--- src/rtl/bbp_pkg.sv ---
// Package for the bimodal branch predictor with target buffer.
// Request and result payload types, controller/datapath command and status types, constants.
// No dependencies.
`timescale 1ns / 1ps
`default_nettype none
package bbp_pkg;

  localparam int ADDR_W     = 64;
  localparam int CNT_W      = 32;
  localparam int CTR_W      = 2;
  localparam int DIGIT_W    = 8;
  localparam int DIGITS     = ADDR_W / DIGIT_W;
  localparam int DIG_CNT_W  = $clog2(DIGITS);
  localparam int ROW_W      = CTR_W + ADDR_W;

  localparam logic [CTR_W-1:0] CTR_STRONG_NT  = 2'd0;
  localparam logic [CTR_W-1:0] CTR_WEAK_TAKEN = 2'd2;
  localparam logic [CTR_W-1:0] CTR_MAX        = 2'd3;
  localparam logic [CNT_W-1:0] CNT_MAX        = '1;

  typedef struct packed {
    logic [ADDR_W-1:0] branch_address;
    logic [ADDR_W-1:0] branch_target;
    logic              taken;
  } bbp_in_t;

  typedef struct packed {
    logic              predicted_taken;
    logic [ADDR_W-1:0] predicted_target;
    logic              direction_miss;
    logic              target_miss;
    logic [CNT_W-1:0]  correct_count;
    logic [CNT_W-1:0]  wrong_count;
  } bbp_out_t;

  typedef struct packed {
    logic load;
    logic mod_step;
    logic clr_wr;
    logic upd;
  } bbp_cmd_t;

  typedef struct packed {
    logic clr_done;
    logic mod_done;
  } bbp_sts_t;

endpackage
`default_nettype wire

--- src/rtl/bbp_ctrl.sv ---
// Sequencer of the branch predictor: table clear, index reduction, read, update.
// Depends on bbp_pkg; drives bbp_datapath through bbp_cmd_t.
`timescale 1ns / 1ps
`default_nettype none
module bbp_ctrl
  import bbp_pkg::*;
(
  input  wire logic     clk,
  input  wire logic     rst_n,
  input  wire logic     in_valid,
  output logic          in_ready,
  output logic          out_valid,
  input  wire logic     out_ready,
  input  wire bbp_sts_t sts,
  output bbp_cmd_t      cmd
);

  typedef enum logic [4:0] {
    S_CLEAR = 5'b00001,
    S_IDLE  = 5'b00010,
    S_MOD   = 5'b00100,
    S_READ  = 5'b01000,
    S_UPD   = 5'b10000
  } state_t;

  state_t state_r, state_nxt;
  logic   out_valid_r, out_valid_nxt;
  logic   upd_fire;

  assign in_ready  = (state_r == S_IDLE);
  assign out_valid = out_valid_r;
  assign upd_fire  = (state_r == S_UPD) && (!out_valid_r || out_ready);

  always_comb begin
    state_nxt    = state_r;
    cmd.load     = 1'b0;
    cmd.mod_step = 1'b0;
    cmd.clr_wr   = 1'b0;
    cmd.upd      = 1'b0;
    case (state_r)
      S_CLEAR: begin
        cmd.clr_wr = 1'b1;
        if (sts.clr_done) state_nxt = S_IDLE;
      end
      S_IDLE: begin
        if (in_valid) begin
          cmd.load  = 1'b1;
          state_nxt = S_MOD;
        end
      end
      S_MOD: begin
        cmd.mod_step = 1'b1;
        if (sts.mod_done) state_nxt = S_READ;
      end
      S_READ: begin
        state_nxt = S_UPD;
      end
      S_UPD: begin
        if (upd_fire) begin
          cmd.upd   = 1'b1;
          state_nxt = S_IDLE;
        end
      end
      default: begin
        state_nxt = S_CLEAR;
      end
    endcase
  end

  always_comb begin
    out_valid_nxt = out_valid_r;
    if (out_ready) out_valid_nxt = 1'b0;
    if (upd_fire)  out_valid_nxt = 1'b1;
  end

  always_ff @(posedge clk) begin
    if (!rst_n) begin
      state_r     <= S_CLEAR;
      out_valid_r <= 1'b0;
    end else begin
      state_r     <= state_nxt;
      out_valid_r <= out_valid_nxt;
    end
  end

endmodule
`default_nettype wire

--- config.mk ---
export PLATFORM = sky130hd
export DESIGN_NAME = bbp_ctrl
export DESIGN_NICKNAME = d
export VERILOG_FILES = /design/src/rtl/bbp_pkg.sv /design/src/rtl/bbp_ctrl.sv
export SDC_FILE = /design/constraint.sdc
export NUM_CORES = 1
export LEC_CHECK = 0
export CAP_MARGIN = 10
export CORE_MARGIN = 8
export CORE_UTILIZATION = 24
export CTS_CLUSTER_DIAMETER = 60
export CTS_CLUSTER_SIZE = 28
export DETAILED_ROUTE_END_ITERATION = 7
export DONT_BUFFER_PORTS = 1
export PLACE_DENSITY_LB_ADDON = 0.2
export SLEW_MARGIN = 20
export SYNTH_ARGS = -nofsm -noshare
export SYNTH_HDL_FRONTEND = slang
export SYNTH_SLANG_ARGS = --single-unit
--- constraint.sdc ---
create_clock -name clk -period 1.7 [get_ports clk]
set_input_delay 0.17 -clock clk [delete_from_list [all_inputs] [get_ports clk]]
set_output_delay 0.17 -clock clk [all_outputs]
set_load 0.05 [all_outputs]
# After elaboration in Yosys (flattened, before gate mapping)
# Index checks and enable logic that the tools add are counted.
# word_totals
register_bits	6
wordCells	29
# classes
n_eq_ne	9
muxes	13
reduce_logical	5
# ops
op	n
5-bit case mux with 5 select lines	1
5-bit two-way mux	4
1-bit two-way mux	8
2-bit != test (second input constant)	4
5-bit by 1-bit == test with 1-bit output (second input constant)	1
5-bit by 2-bit == test with 1-bit output (second input constant)	1
5-bit by 3-bit == test with 1-bit output (second input constant)	1
5-bit by 4-bit == test with 1-bit output (second input constant)	1
5-bit == test (second input constant)	1
4-bit AND reduction	1
2-bit nonzero test	1
1-bit logical AND	1
1-bit logical NOT	1
1-bit logical OR	1

# Depth between registers and ports, before layout
# logic_depth
depth_word	5
mapped_depth	5
depth_no_buf	4

# Least setup slack after synthesis
# Ideal clock, no wire load.
# synth_path
kind	reg-to-output
startpoint	reg state_r[1]
endpoint	out cmd[1] (netlist name)
arrival_time_ns	2.243
required_ns	1.530
setup_slack_ns	-0.713
path_stages_with_launch	3
path_buffers	0
cell_sequence	dfxtp_1 > or2_4 > nor4b_1
# synth_rtl
item	line_no	rtl
start, declared	bbp_ctrl.sv:26	state_t state_r, state_nxt;
start signal, assigned	bbp_ctrl.sv:81	state_r <= state_nxt;
end, declared	bbp_ctrl.sv:15	output bbp_cmd_t cmd

==> impl_results.html <==
<table>
<tr><th>Metric</th><th>Value</th></tr>
<tr><th colspan="2">Clocking</th></tr>
<tr><td>CTS sink count</td><td>6</td></tr>
<tr><td>Master cell of the clock root buffer</td><td>clkbuf_4</td></tr>
<tr><td>Clk slew on worst S/H paths</td><td>0.05 ns</td></tr>
<tr><td>H-Tree Level Count</td><td>1</td></tr>
<tr><td>Worst-Skew Late Latency</td><td>approximately 0.25 ns</td></tr>
<tr><td>CTS max path bufs</td><td>2</td></tr>
<tr><td>Number of CTS-inserted buffers</td><td>3</td></tr>
<tr><td>Clock tree from TritonCTS</td><td>done</td></tr>
<tr><th colspan="2">Final layout</th></tr>
<tr><td>Count of placed standard cells in the final layout, fillers left out</td><td>62</td></tr>
<tr><td>Fraction of layout cells with a size suffix above 1</td><td>0.362</td></tr>
<tr><td>Antenna Cells</td><td>0</td></tr>
<tr><td>Nets@finish</td><td>55</td></tr>
<tr><td>Area Overhead vs Synth</td><td>34.1%</td></tr>
<tr><td>Post-layout instance area</td><td>~470 sq um</td></tr>
<tr><th colspan="2">Routing</th></tr>
<tr><td>DRT Pass-1 Iters</td><td>2</td></tr>
<tr><td>Total Wirelength</td><td>roughly 900 um</td></tr>
<tr><td>Number of design rule violations left after detail routing</td><td>0</td></tr>
<tr><td>Post-detailed-route count of antenna-violating nets</td><td>0</td></tr>
<tr><td>Vias</td><td>roughly 320</td></tr>
<tr><td>Drt initial violations</td><td>1</td></tr>
<tr><td>Drt wl/cell</td><td>14.8 um</td></tr>
<tr><td>Via density per instance</td><td>~5.2</td></tr>
<tr><th colspan="2">Timing</th></tr>
<tr><td>Final total negative setup slack</td><td>0 ns</td></tr>
<tr><td>Final period demand of the worst path</td><td>roughly 1.6 ns</td></tr>
<tr><td>Worst-case clock skew</td><td>0.00916 ns</td></tr>
<tr><td>Share of the clock period used by the worst path</td><td>0.919</td></tr>
<tr><td>WHS</td><td>0.0334 ns</td></tr>
<tr><td>Max-slew headroom at the worst pin</td><td>0.714</td></tr>
<tr><td>Unrepaired setup endpoints after global routing</td><td>false</td></tr>
<tr><td>Achievable frequency</td><td>about 0.64 GHz</td></tr>
<tr><td>Final slew viol count</td><td>0</td></tr>
<tr><td>Final setup viols</td><td>0</td></tr>
<tr><td>PnR worst setup slack</td><td>around 0.14 ns</td></tr>
<tr><td>Pin slew with the least headroom to its limit</td><td>0.428 ns</td></tr>
<tr><td>Final count of hold timing violations</td><td>0</td></tr>
<tr><th colspan="2">Floorplan</th></tr>
<tr><td>I/O pin total</td><td>12</td></tr>
<tr><td>Die area</td><td>about 2900 sq um</td></tr>
<tr><td>Initial standard-cell utilization of the core</td><td>0.262</td></tr>
<tr><td>Floorplan die height</td><td>about 54 um</td></tr>
<tr><td>Die Span X</td><td>54.1 um</td></tr>
<tr><td>Number of core rows</td><td>13</td></tr>
<tr><td>Standard cell core area</td><td>between 1000 and 1500 sq um</td></tr>
<tr><th colspan="2">Run status</th></tr>
<tr><td>Outcome</td><td>finished, final reports clean</td></tr>
<tr><th colspan="2">Setup path</th></tr>
<tr><td>Dominant delay contributor by cell family on the critical path</td><td>simple AND/OR/NAND/NOR gates</td></tr>
<tr><td>R2R Path Start</td><td>state_r[0]</td></tr>
<tr><td>Maximum fanout along the worst path</td><td>8</td></tr>
<tr><td>WS Path Type</td><td>reg2out</td></tr>
<tr><td>Chain of cells forming the critical path</td><td>nand2b_1 -&gt; nand2b_1 -&gt; nor2b_1 -&gt; buf_4</td></tr>
<tr><td>Required time at the endpoint of the critical path</td><td>roughly 1.5 ns</td></tr>
<tr><td>Cell repeated most along the worst path</td><td>nand2b_1</td></tr>
<tr><td>Flop-to-flop setup slack</td><td>between 0.3 and 0.4 ns</td></tr>
<tr><td>Peak per-stage delay on the critical path</td><td>0.43 ns</td></tr>
<tr><td>Worst path depth</td><td>4</td></tr>
<tr><td>Worst flop-to-flop path endpoint</td><td>state_r[0]</td></tr>
<tr><td>Standard cell with the maximum stage delay on the critical path</td><td>dfxtp_1</td></tr>
<tr><td>Number of buffers and inverters on the critical path</td><td>1</td></tr>
<tr><td>Worst-case reg-to-reg path depth</td><td>4</td></tr>
<tr><td>Startpoint class of the critical path</td><td>flip-flop</td></tr>
<tr><td>CP Data Arrival Time</td><td>approximately 1.4 ns</td></tr>
<tr><td>Type of element capturing the critical path</td><td>output port</td></tr>
<tr><th colspan="2">Logic synthesis</th></tr>
<tr><td>Synth top area cells</td><td>dfxtp_1, nand2b_1, and3_1</td></tr>
<tr><td>Number of library cell types mapped by synthesis</td><td>23</td></tr>
<tr><td>Yosys synthesis warning count</td><td>0</td></tr>
<tr><td>Sequential element share of the synthesized area</td><td>0.344</td></tr>
<tr><td>Synthesis-stage register bit count</td><td>6</td></tr>
<tr><td>Share of synthesized flip-flops with an asynchronous set or reset</td><td>0</td></tr>
<tr><td>Cell type contributing the most total cell area after synthesis</td><td>dfxtp_1</td></tr>
<tr><td>Number of nets in the synthesized netlist</td><td>47</td></tr>
<tr><td>Top flip-flop cell by instance count after synthesis</td><td>dfxtp_1</td></tr>
<tr><td>Synthesized area</td><td>~350 sq um</td></tr>
<tr><td>Post-synthesis area per instance</td><td>8.51 sq um</td></tr>
<tr><td>Number of synthesized flops with an enable pin</td><td>0</td></tr>
<tr><td>Post-synthesis instance total</td><td>41</td></tr>
<tr><td>Share of Yosys cell area claimed by the top area cell type</td><td>0.344</td></tr>
<tr><th colspan="2">Global routing</th></tr>
<tr><td>GRT Util Overall</td><td>0.0736</td></tr>
<tr><td>Total overflow reported by the global router</td><td>0</td></tr>
<tr><td>First-pass GRT wire length</td><td>around 1400 um</td></tr>
<tr><td>Number of global-route vias before repair</td><td>about 310</td></tr>
<tr><td>Maximum number of pins on one net before global-route repair</td><td>10</td></tr>
<tr><td>Number of antenna violations at the first check in global routing</td><td>0</td></tr>
<tr><th colspan="2">Placed design</th></tr>
<tr><td>HPWL after detailed placement</td><td>~700 um</td></tr>
<tr><td>Worst-case setup slack after placement</td><td>just over 0.3 ns</td></tr>
<tr><td>Number of buffer cells added on primary ports</td><td>0</td></tr>
<tr><td>Cell area after placement</td><td>429 sq um</td></tr>
<tr><td>Count of placed standard cells including taps</td><td>58</td></tr>
<tr><td>Final weighted congestion in routability-driven placement</td><td>~0.65</td></tr>
<tr><th colspan="2">Hold path</th></tr>
<tr><td>End of the worst hold path</td><td>state_r[1]</td></tr>
<tr><td>Path type of the worst min-delay path</td><td>in2reg</td></tr>
<tr><td>Worst hold path stage count</td><td>1</td></tr>
<tr><td>Critical hold path startpoint</td><td>rst_n</td></tr>
<tr><th colspan="2">Power and ir drop</th></tr>
<tr><td>Pwr per Cell Area</td><td>739 nW/um^2</td></tr>
<tr><td>Internal power</td><td>about 0.25 mW</td></tr>
<tr><td>Psw</td><td>between 0.09 and 0.1 mW</td></tr>
<tr><td>Clock power frac</td><td>0.394</td></tr>
<tr><td>VDD IR-drop max</td><td>approximately 0.33 mV</td></tr>
<tr><td>Static leakage</td><td>approximately 0.18 nW</td></tr>
<tr><td>Fraction of power spent switching nets</td><td>0.273</td></tr>
<tr><td>Sequential power share</td><td>0.448</td></tr>
<tr><td>Comb pwr share</td><td>0.158</td></tr>
<tr><th colspan="2">Run</th></tr>
<tr><td>Maxcap violations</td><td>0</td></tr>
</table>
## metrics by stage
stage	util	power (mW)
final	0.351	0.346
after global routing	0.351	0.369
after CTS	0.346	0.352
after detailed placement	0.322	0.210
after global placement	0.322	0.209
after floorplan	-	0.200
## kinds of logic (layout without fill, tap and decap cells)
kind of cell              Yosys count  after routing  share of synthesized area
and+or+nand+nor                    23             23                      0.419
AOI/OAI and AO/OA                   7              7                      0.151
DFF                                 6              6                      0.344
buffers and inverters               4             10                     0.0609
xor gates and xnor gates            1              1                     0.0251
## sequential cells by signal, indices dropped and copies added (netlist names)
signal	count
state_r	5
out_valid	1
## cells in the mapped netlist (2+ instances only)
cell / n
and3_1: 3
nor3_1: 3
dfxtp_1: 6
nor2b_1: 2
nand2_1: 2
buf_2: 2
nand2b_1: 6
and2_1: 2
## worst reg2reg max path, stage by stage, from the launching register on
cell	delay, ns
dfxtp_1	0.57
nand2_1	0.13
o22a_1	0.22
o311ai_1	0.25
nand2_1	0.08
## power groups by stage
stage / sequential (mW) / clock [mW] / combinational (mW)
floorplan: 0.151 / 0 / 0.0486
global placement: 0.157 / 0 / 0.0515
detailed placement: 0.157 / 0 / 0.0524
CTS: 0.155 / 0.143 / 0.0546
global route: 0.156 / 0.155 / 0.0585
finish: 0.155 / 0.136 / 0.0546
## metal layers
| layer | vias to the layer above | track usage | part of all wire |
|---|---|---|---|
| met5 | - | 0 | 0 |
| met4 | 0 | 0.0861 | 0.046 |
| met3 | 5 | 0.0248 | 0.081 |
| met2 | 12 | 0.111 | 0.48 |
| met1 | 149 | 0.0724 | 0.39 |
| li1 | 158 | - | - |
## worst max-delay path by stage
stage / end / start / slack (ns)
3_5_place_dp: cmd[0] / state_r[4] / 0.31
6_report: cmd[0] / state_r[3] / 0.14
2_1_floorplan: cmd[1] / state_r[1] / -0.03
5_1_grt: cmd[0] / state_r[3] / 0.05
3_3_place_gp: cmd[0] / state_r[4] / 0.35
4_1_cts: cmd[0] / state_r[4] / 0.04
## placed cells by master, fill, tap and decap left out, drive strengths merged
cell type    count
or3              1
nor4b            1
or2              1
a21boi           1
o21ai            1
nor4             2
inv              1
and2             2
nand2b           6
o21a             1
buf              5
and3             3
xnor2            1
o22a             1
a2bb2oi          1
clkbuf           3
dlygate4sd3      1
nand2            2
nor2b            2
o311ai           1
dfxtp            6
nor3             3
o22ai            1
## repair_timing
action,CTS,global route
hold buffers,1,0
hold endpoints to repair,1,0
gates resized for setup,0,2
endpoints found under the setup margin,0,1
setup buffers,0,0
## final cells by class
| cell class | count | area, sq um |
|---|---|---|
| fillers | 151 | 866 |
| multi-input cells | 31 | 253 |
| flip-flops and latches | 6 | 123 |
| repair buffers | 6 | 47.5 |
| clock buffers | 3 | 22.5 |
| well taps | 15 | 18.8 |
| inverters | 1 | 3.75 |
No activity file was read; power rests on OpenSTA's default activity.
